==> src/utli_pkg.sv <==
// shared constants, status codes and controller/datapath interface types
package utli_pkg;

  localparam int MAX_POINTS = 64;
  localparam int IDX_W      = $clog2(MAX_POINTS);
  localparam int CNT_W      = $clog2(MAX_POINTS + 1);
  localparam int CFG_W      = 7;
  localparam int DATA_W     = 32;
  localparam int DIV_STEPS  = DATA_W;
  localparam int DCNT_W     = $clog2(DIV_STEPS);
  localparam int STATUS_W   = 3;

  localparam logic [STATUS_W-1:0] ST_INTERP = 3'd0;
  localparam logic [STATUS_W-1:0] ST_EXACT  = 3'd1;
  localparam logic [STATUS_W-1:0] ST_BELOW  = 3'd2;
  localparam logic [STATUS_W-1:0] ST_ABOVE  = 3'd3;
  localparam logic [STATUS_W-1:0] ST_EMPTY  = 3'd4;

  localparam logic OP_LOAD  = 1'b0;
  localparam logic OP_QUERY = 1'b1;

  typedef struct packed {
    logic load_we;
    logic q_load;
    logic scan_clr;
    logic rd_en;
    logic prep;
    logic mul;
    logic div_init;
    logic div_step;
    logic res_load;
  } utli_cmd_t;

  typedef struct packed {
    logic interp;
  } utli_sts_t;

endpackage

==> src/utli_ctrl.sv <==
// controller: request handshake, point count register and sequencing fsm
module utli_ctrl (
  input  logic                    clk,
  input  logic                    rst_n,
  input  logic                    start,
  input  logic                    op,
  output logic                    busy,
  input  logic                    cfg_valid,
  output logic                    cfg_ready,
  input  logic [utli_pkg::CFG_W-1:0] cfg_point_count,
  output logic                    out_valid,
  output utli_pkg::utli_cmd_t     cmd,
  input  utli_pkg::utli_sts_t     sts,
  output logic [utli_pkg::IDX_W-1:0] rd_addr
);
  import utli_pkg::*;

  localparam logic [2:0] S_IDLE  = 3'd0;
  localparam logic [2:0] S_SCAN  = 3'd1;
  localparam logic [2:0] S_DRAIN = 3'd2;
  localparam logic [2:0] S_DEC   = 3'd3;
  localparam logic [2:0] S_MUL   = 3'd4;
  localparam logic [2:0] S_DINIT = 3'd5;
  localparam logic [2:0] S_DIV   = 3'd6;
  localparam logic [2:0] S_RES   = 3'd7;

  logic [2:0]        state_r, state_nxt;
  logic [CNT_W-1:0]  cnt_r, cnt_nxt;
  logic [CNT_W-1:0]  n_r, n_nxt;
  logic [DCNT_W-1:0] dcnt_r, dcnt_nxt;
  logic [CFG_W-1:0]  count_cfg_r;
  logic              out_valid_r, out_valid_nxt;
  logic              accept;
  logic [CNT_W-1:0]  n_clamped;

  assign busy      = (state_r != S_IDLE);
  assign cfg_ready = ~busy;
  assign accept    = start & ~busy;
  assign out_valid = out_valid_r;
  assign rd_addr   = cnt_r[IDX_W-1:0];

  // counts above the table depth scan the whole table
  assign n_clamped = (count_cfg_r > CFG_W'(MAX_POINTS)) ? CNT_W'(MAX_POINTS)
                                                        : CNT_W'(count_cfg_r);

  always_comb begin
    state_nxt     = state_r;
    cnt_nxt       = cnt_r;
    n_nxt         = n_r;
    dcnt_nxt      = dcnt_r;
    out_valid_nxt = 1'b0;
    cmd           = '0;
    case (state_r)
      S_IDLE: begin
        if (accept && op == OP_LOAD) begin
          cmd.load_we = 1'b1;
        end else if (accept) begin
          cmd.q_load   = 1'b1;
          cmd.scan_clr = 1'b1;
          cnt_nxt      = '0;
          n_nxt        = n_clamped;
          state_nxt    = (n_clamped == '0) ? S_RES : S_SCAN;
        end
      end
      S_SCAN: begin
        cmd.rd_en = 1'b1;
        cnt_nxt   = cnt_r + 1'b1;
        if (cnt_r == n_r - 1'b1) begin
          state_nxt = S_DRAIN;
        end
      end
      S_DRAIN: begin
        state_nxt = S_DEC;
      end
      S_DEC: begin
        cmd.prep  = 1'b1;
        state_nxt = sts.interp ? S_MUL : S_RES;
      end
      S_MUL: begin
        cmd.mul   = 1'b1;
        state_nxt = S_DINIT;
      end
      S_DINIT: begin
        cmd.div_init = 1'b1;
        dcnt_nxt     = '0;
        state_nxt    = S_DIV;
      end
      S_DIV: begin
        cmd.div_step = 1'b1;
        dcnt_nxt     = dcnt_r + 1'b1;
        if (dcnt_r == DCNT_W'(DIV_STEPS - 1)) begin
          state_nxt = S_RES;
        end
      end
      S_RES: begin
        cmd.res_load  = 1'b1;
        out_valid_nxt = 1'b1;
        state_nxt     = S_IDLE;
      end
      default: begin
        state_nxt = S_IDLE;
      end
    endcase
  end

  always_ff @(posedge clk) begin
    if (!rst_n) begin
      state_r     <= S_IDLE;
      cnt_r       <= '0;
      n_r         <= '0;
      dcnt_r      <= '0;
      count_cfg_r <= '0;
      out_valid_r <= 1'b0;
    end else begin
      state_r     <= state_nxt;
      cnt_r       <= cnt_nxt;
      n_r         <= n_nxt;
      dcnt_r      <= dcnt_nxt;
      out_valid_r <= out_valid_nxt;
      if (cfg_valid && cfg_ready) begin
        count_cfg_r <= cfg_point_count;
      end
    end
  end

endmodule

==> config.mk <==
export PLATFORM = sky130hd
export DESIGN_NAME = utli_ctrl
export DESIGN_NICKNAME = d
export VERILOG_FILES = /design/src/utli_pkg.sv /design/src/utli_ctrl.sv
export SDC_FILE = /design/constraint.sdc
export NUM_CORES = 1
export LEC_CHECK = 0
export ABC_AREA = 1
export BUFFER_PORTS_ARGS = -buffer_cell sky130_fd_sc_hd__buf_2
export CAP_MARGIN = 25
export CORE_UTILIZATION = 60
export CTS_BUF_LIST = sky130_fd_sc_hd__clkbuf_4 sky130_fd_sc_hd__clkbuf_8
export DETAILED_ROUTE_END_ITERATION = 7
export PLACE_DENSITY_LB_ADDON = 0.15
export SLEW_MARGIN = 20
export SYNTH_ARGS = -nofsm -noshare
export SYNTH_HDL_FRONTEND = slang
export SYNTH_SLANG_ARGS = --single-unit
==> constraint.sdc <==
create_clock -name clk -period 2.7 [get_ports clk]
set_clock_uncertainty 0.15 [all_clocks]
set_input_delay 0.27 -clock clk [delete_from_list [all_inputs] [get_ports clk]]
set_output_delay 0.27 -clock clk [all_outputs]
set_load 0.005 [all_outputs]
== Word level (Yosys, flattened, before mapping) ==
Index checks and enable logic that the tools add are counted.

* $add $sub $neg: 3
* Shift operators: 0
* Div/mod/pow operators: 0
* Reduce and logical (&&, ||, !) cells: 10
* Equal/unequal tests: 13
* Magnitude comparators: 1
* Bitwise gates (word level): 4
* $mul: 0
* Muxes and demuxes: 22

{| class="wikitable"
|+ Operators with widths
! kind !! number
|-
| 3-bit case mux with 8 select lines || 1
|-
| 7-bit two-way mux || 3
|-
| 3-bit two-way mux || 6
|-
| 7-bit case mux with 2 select lines || 1
|-
| 3-bit equality test, second input constant || 4
|-
| 5-bit case mux with 2 select lines || 1
|-
| 2-bit inequality test, second input constant || 4
|-
| 7-bit by 1-bit adder with 7-bit output, second input constant || 1
|-
| 7-bit equality test || 1
|-
| 7-bit > comparator, second input constant || 1
|-
| 7-bit logical NOT || 1
|-
| 1-bit two-way mux || 7
|-
| 7-bit by 1-bit subtractor with 7-bit output, second input constant || 1
|-
| 3-bit by 2-bit equality test with 1-bit output, second input constant || 2
|-
| 2-bit two-way mux || 3
|-
| 3-bit AND reduction || 2
|-
| 5-bit by 1-bit adder with 5-bit output, second input constant || 1
|-
| 5-bit equality test, second input constant || 1
|-
| 4-bit AND reduction || 1
|-
| 2-bit nonzero test || 2
|-
| 3-bit by 1-bit equality test with 1-bit output, second input constant || 1
|-
| 3-bit logical NOT || 1
|-
| 1-bit NOT || 3
|-
| 3-bit nonzero test || 1
|-
| 2 further kinds || 3
|}

* Memories kept: 0
* Output and inout bits: 18
* RAM bits: 0
* Bits in latches: 0
* Bits of input ports: 13
* Register bits after elaboration: 30
* Memory bits (read-only): 0

== Depth between registers and ports, before layout ==
Gate-level depths: netlist (run 1).

* Depth after elaboration: 7
* Gate-level depth with buffers: 12
* Mapped depth without buffers: 12

== Worst setup path after synthesis (run 1) ==
Ideal clock, no wire load.

* Path kind: register to register
* Start point: register n_r[0]
* End point: register state_r[0]
* Stages on the path, launching flop included: 13
* Data required time: 2.441 ns
* Setup slack: 0.938 ns
* Arrival time: 1.503 ns
* Path through: dfxtp_1 inv_1 ha_1 nand2_1 inv_1 nor2_1 nand2_1 nor2_1 nand3_1 o21bai_1 nand4_1 nand2_1 inv_1

* Word-level cells in the longest chain between the ends: 4

{| class="wikitable"
|+ RTL lines
! what !! line !! source
|-
| from (decl) || utli_ctrl.sv:29 || <nowiki>logic [CNT_W-1:0] n_r, n_nxt;</nowiki>
|-
| from (signal assigned) || utli_ctrl.sv:117 || <nowiki>n_r <= n_nxt;</nowiki>
|-
| 7-bit by 1-bit subtractor with 7-bit output || utli_ctrl.sv:68 || <nowiki>if (cnt_r == n_r - 1'b1) begin</nowiki>
|-
| 7-bit equality test || utli_ctrl.sv:68 ||
|-
| 2-bit inequality test (no source line) || -- ||
|-
| 4-bit AND reduction (no source line) || -- ||
|-
| to (signal assigned) || utli_ctrl.sv:115 || <nowiki>state_r <= state_nxt;</nowiki>
|-
| to (decl) || utli_ctrl.sv:27 || <nowiki>logic [2:0] state_r, state_nxt;</nowiki>
|}

No other way between the ends.
A chain may end at the register's enable or synchronous reset.

== Worst setup path after layout (run 1) ==
Same ends and word-level chain as after synthesis.

==> impl_metrics.py, run 1 <==
metrics = {
    "layout": {
        "antennaDiodeCount": 0,
        "final_area_sq_um": 1910,
        "syn_to_final_growth_pct": 13.4,
        "regArea_sq_um": 601,
        "final_nets": 291,
        "drive_above_1_share_pct": 18.9,
        "post-route-util_pct": 74.6,
        "multi_input_area_sq_um": 873,
        "final.fill_count": 218,
    },
    "power": {
        "switchingPower_w": 0.000628,
        "power_w": 0.00168,
        "p_int_w": 0.00106,
        "p_comb_share_pct": 36.6,
        "p_clk_share_pct": 28.3,
        "p_leak_nw": 0.892,
        "power.switching_fraction_pct": 37.3,
        "ir_drop_mv": 0.736,
        "powerDensity_nw_per_um2": 879,
        "power_frac_seq_pct": 35.1,
    },
    "logic_synthesis": {
        "syn_area_per_cell_sq_um": 6.81,
        "yosys_warnings": 0,
        "ys_ff_latch": 30,
        "ys_top_cells_by_count": "62 x nand2_1, 34 x inv_1, 30 x dfxtp_1, 29 x nor2_1, 21 x a21oi_1",
        "synthesis.nets": 265,
        "yosysSeqAreaShare_pct": 35.6,
        "synth-edff-count": 0,
        "synth_top_area_share_pct": 35.6,
        "synth_top_area_cell": "dfxtp_1",
        "postSynthCellCount": 248,
        "ys_async_sr_fraction_pct": 0,
        "syn-cell-area_sq_um": 1690,
        "synth_ff_type": "dfxtp_1",
        "synthTopCellsByArea": "dfxtp_1 36%, nand2_1 14%, inv_1 7.6%",
        "yosysMostFrequentCell": "nand2_1",
        "yosysUniqueCellTypes": 31,
    },
    "timing": {
        "rsz0062_at_grt": "no",
        "tightest_slew_ns": 0.489,
        "fin_tns_setup_ns": 0,
        "post-route-period-util_pct": 72.0,
        "setup_viol": 0,
        "hold_violations": 0,
        "max_freq_ghz": 0.514,
        "slew_viol_final": 0,
        "period_needed_ns": 1.94,
        "max_slew_margin_pct": 67.3,
    },
    "floorplan": {
        "ioPinCount": 31,
        "die-area_sq_um": 3030,
        "die_w_um": 55.0,
        "die_y_um": 55.0,
        "placementRows": 18,
        "initial_core_util_pct": 65.7,
        "core_sq_um": 2570,
    },
    "clock_network": {
        "cts_max_level": 2,
        "clk_pin_slew_ns": 0.10,
        "cts_resized": 0,
        "clockBufferDepth": 2,
        "worst_skew_pair.late_latency_ns": 0.33,
        "cts_root_buf": "clkbuf_4",
        "cts-buffers-inserted": 5,
        "cts_setup_buffers": 0,
        "cts_tree": "built",
        "numClockSinks": 30,
        "ctsHoldBuffers": 0,
    },
    "place": {
        "dp_hpwl_um": 2530,
        "place_area_sq_um": 1800,
        "io_buffers": 30,
        "place_congestion": 0.865,
    },
    "drt": {
        "wl_per_cell_um": 11.2,
        "drt_wl_total_um": 3420,
        "drc": 0,
        "vias": 1613,
        "ant_nets": 0,
        "viasPerCell": 5.29,
        "drt-initial-drc-count": 45,
        "dr.pass1.iters": 4,
    },
    "setup_path": {
        "rrSetupSlack_ns": 0.76,
        "endpoint_kind": "flip-flop",
        "startpoint_type": "flip-flop",
        "crit_arrival_ns": 2.04,
        "crit_fanout": 6,
        "crit_type": "reg -> reg",
        "worstPathRequired_ns": 2.80,
    },
    "global_routing": {
        "grt_max_degree": 16,
        "overflow": 0,
        "grt_pass1_vias": 1317,
        "antenna_found_initial": 0,
        "grt_pass1_wl_um": 5560,
        "grt.total_usage_pct": 26.7,
    },
    "flow_run": {
        "cap_violations": 0,
    },
    "hold_path": {
        "hp-class": "in -> reg",
    },
    "status": {
        "status": "finished clean",
    },
}
kinds of logic after synthesis:
group                    Yosys count  share of synthesized area, %
AND/OR/NAND/NOR                  126                          35.2
flip-flops                        30                          35.6
buffers and inverters             48                          12.7
XOR/XNOR                           1                         0.519
AO/OA/AOI/OAI                     39                          13.0
adder cells (fa/ha/maj)            4                          2.97
worst max-delay path, cell delays in order, from the launching register on:
cell,delay [ns]
dfxtp_1,0.34
inv_1,0.10
ha_1,0.32
nand2_1,0.07
inv_1,0.03
nor2_1,0.10
nand2_1,0.06
nor2_1,0.09
nand3_1,0.08
o21bai_1,0.27
nand4_1,0.12
nand2_1,0.08
inv_1,0.04
flip-flops by register name (all words and copies together), names as in the netlist:
signal and flops:
cnt_r 7, count_cfg_r 7, out_valid 1, dcnt_r 5
state_r 3, n_r 7
final cells by class:
| class | instances | share of cell area, % |
|---|---|---|
| flip-flops and latches | 30 | 31.4 |
| clock buffers | 6 | 2.68 |
| multi-input cells | 170 | 45.6 |
| clock inverters | 2 | 3.14 |
| well taps | 30 | 1.96 |
| inverters | 37 | 7.39 |
| repair buffers | 30 | 7.84 |
worst paths after layout:
kind / from / to / cells after the start
setup reg to reg: n_r[0] / state_r[0] / 12
hold reg to reg: count_cfg_r[5] / count_cfg_r[5] / 2
setup / recovery: n_r[0] / state_r[0] / 12
hold / removal: cfg_point_count[6] / count_cfg_r[6] / 3
layout by cell type, fill, tap and decap left out, types with 2 or more instances in the layout:
cell type,instances
nor3_1,2
ha_1,4
inv_2,2
nand4_1,3
dfxtp_1,30
o32ai_1,6
clkbuf_4,5
nand2_2,2
buf_2,30
o21ai_0,11
inv_1,34
nand2_1,62
a21oi_1,21
bufinv_16,2
nand3_1,16
nor2_2,2
nor2_1,29
layer usage:
| layer | vias to the layer above | wire length [um] | GRT usage [%] |
|---|---|---|---|
| met4 | 0 | 80 | 13.3 |
| met3 | 10 | 178 | 9.56 |
| met5 | - | 0 | 0 |
| met1 | 713 | 1650 | 34.1 |
| li1 | 849 | - | - |
| met2 | 41 | 1510 | 39.4 |
through the flow:
stage	hold slack (ns)	setup slack (ns)	std cells
after floorplan	0.258	0.938	248
after global placement	0.304	0.861	297
after detailed placement	0.311	0.769	297
after CTS	0.0403	0.759	305
after global routing	0.0439	0.499	305
final	0.0507	0.756	305
power groups by stage:
stage	registers [W]	clock network [W]	logic (W)
6_report	0.000591	0.000476	0.000616
4_1_cts	0.000590	0.000484	0.000616
5_1_grt	0.000603	0.000505	0.000710
3_5_place_dp	0.000600	0	0.000612
2_1_floorplan	0.000584	0	0.000487
3_3_place_gp	0.000597	0	0.000608
Power figures use the tool's default switching activity.
==> run 2: changes to the inputs <==
- CORE_UTILIZATION: 60 -> 52
- clock period: 2.7 -> 1.66 ns (I/O delays scaled with it)
==> run 2 against run 1 <==
  * The run now ends with setup timing left
  * First-iteration DRC count increased by 87%
  * Total power is 70% higher
  * Sequential power increased by 62%
  * Die area rose by 15%
  * Via count grew 3.6%
  * Global-route usage shrank 1.3 points
  * Critical endpoint unchanged
  * Largest cell class unchanged
  * Highest routed layer unchanged
==> impl_metrics.py, run 2 (synthesis results as in run 1) <==
metrics = {
    "hold_path": {
        "hold_start": "rst_n",
        "hp-class": "in -> reg",
        "min_to": "state_r[1]",
        "hold_depth": 3,
    },
    "flow_run": {
        "cap_violations": 0,
    },
    "setup_path": {
        "crit_slowest_cell": "dfxtp_2",
        "crit_top_cell": "nor2_1",
        "crit_arrival_ns": 1.82,
        "worst-r2r-cell-count": 11,
        "path_cells": "inv_2, ha_4, nor2_1, nor2_1, nand2_1, nor2_1, nand3_1, o21bai_2, nand4_1, nand2_1, inv_1",
        "slowest_delay_ns": 0.35,
        "worstPathRequired_ns": 1.75,
        "startpoint_type": "flip-flop",
        "reg2reg_from": "n_r[1]",
        "endpoint_kind": "flip-flop",
        "crit_type": "reg -> reg",
        "crit_fanout": 4,
        "rrSetupSlack_ns": -0.08,
        "r2r-end": "state_r[0]",
    },
    "global_routing": {
        "grt_pass1_wl_um": 6630,
        "met1_usage_pct": 30.2,
        "grtUsageMet3_pct": 6.55,
        "grt_max_degree": 16,
        "grt_util_met2_pct": 43.2,
        "antenna_found_initial": 0,
        "grt.total_usage_pct": 25.4,
        "grt-busiest-layer": "met2",
        "grt_pass1_vias": 1574,
        "overflow": 0,
    },
    "layout": {
        "final_common_cell": "nand2_1",
        "antennaDiodeCount": 0,
        "syn_to_final_growth_pct": 24.2,
        "final_cell_mix": "60 x nand2_1, 31 x inv_1, 30 x buf_2",
        "final.fill_count": 285,
        "final_area_sq_um": 2100,
        "regArea_sq_um": 604,
        "post-route-util_pct": 68.1,
        "multi_input_area_sq_um": 902,
        "biggestRegsByFlops": "cnt_r: 7 flops, count_cfg_r: 7 flops, n_r: 7 flops",
        "final_nets": 306,
        "drive_above_1_share_pct": 24.1,
        "finalNonFillerCells": 334,
    },
    "clock_network": {
        "cts_tree": "built",
        "clockBufferDepth": 2,
        "worst_skew_pair.late_latency_ns": 0.34,
        "cts_root_buf": "clkbuf_4",
        "clk_pin_slew_ns": 0.11,
        "numClockSinks": 30,
        "cts_max_level": 2,
        "cts-buffers-inserted": 5,
    },
    "status": {
        "status": "finished, violations left",
        "violations": "setup timing",
    },
    "power": {
        "ir_drop_mv": 1.04,
        "p_leak_nw": 0.964,
        "powerDensity_nw_per_um2": 1370,
    },
    "drt": {
        "vias": 1671,
        "ant_nets": 0,
        "drc": 0,
        "viasPerCell": 5.00,
        "wl_per_cell_um": 11.4,
        "dr.pass1.iters": 4,
        "drt_wl_total_um": 3820,
        "drt-initial-drc-count": 84,
    },
    "place": {
        "place_area_sq_um": 1870,
        "dp_hpwl_um": 2680,
        "place_congestion": 0.828,
        "io_buffers": 30,
        "dp.cells": 316,
    },
    "timing": {
        "fin_ws_ns": -0.0764,
        "max_slew_margin_pct": 66.9,
        "slew_viol_final": 0,
        "post-route-period-util_pct": 105,
        "rsz0062_at_grt": "yes",
        "tightest_slew_ns": 0.497,
        "setup_viol": 5,
        "max_freq_ghz": 0.576,
        "hold_violations": 0,
        "period_needed_ns": 1.74,
    },
    "floorplan": {
        "die-area_sq_um": 3480,
        "core_sq_um": 3080,
        "placementRows": 20,
        "die_y_um": 59.0,
        "ioPinCount": 31,
        "die_w_um": 59.0,
        "initial_core_util_pct": 54.8,
    },
}
==> run 2: layer usage <==
metal / share of wire, % / wire, um / up-vias
met3: 2.6 / 100 / 7
met5: 0 / 0 / -
li1: - / - / 873
met2: 50 / 1930 / 26
met1: 46 / 1740 / 765
met4: 1.4 / 53 / 0
==> run 2: metrics by stage <==
step                TNS (ns)  power, W  hold WS, ns  worst slack, ns
CTS                   -0.357   0.00287       0.0127          -0.0813
global route           -1.35   0.00310       0.0272           -0.246
detailed placement    -0.121   0.00202        0.296          -0.0642
floorplan                  0   0.00175        0.154           0.0128
finish                -0.301   0.00287       0.0112          -0.0764
global placement     -0.0271   0.00200        0.291          -0.0271
==> run 2: worst max-delay path: cells and delay by family (launching register included) <==
family,cells,cell delay [ns]
buf+inv,2,0.08
simple gates,7,0.59
compound gates,1,0.20
fa+ha+maj,1,0.26
flops,1,0.35
==> run 2: how the worst max path moves through the flow <==
stage	start	end	slack, ns	cells past startpoint
3_3_place_gp	n_r[1]	state_r[0]	-0.03	11
3_5_place_dp	n_r[0]	state_r[0]	-0.06	12
2_1_floorplan	n_r[0]	state_r[0]	0.01	12
6_report	n_r[1]	state_r[0]	-0.08	11
5_1_grt	n_r[0]	state_r[0]	-0.25	11
4_1_cts	n_r[0]	state_r[0]	-0.08	12
==> run 2: power by group <==
group	switching [W]	internal, W	total (W)
registers	0.000120	0.000838	0.000958
logic	0.000685	0.000446	0.00113
clock network	0.000269	0.000510	0.000780
total	0.00108	0.00179	0.00287
==> run 2: cell type report <==
type | instances | share of cell area, %
clock buffer | 6 | 2.45
tap | 44 | 2.63
timing repair buffer | 45 | 13.5
sequential | 30 | 28.8
clock inverter | 2 | 2.86
multi-input combinational | 170 | 43.0
inverter | 37 | 6.74
==> run 2: timing repair <==
action,in CTS,in global routing
gates resized for setup,7,3
pin swaps,5,1
hold buffers,8,0
endpoints found under the setup margin,7,17
endpoints found under the hold margin,7,0
buffers inserted,2,0
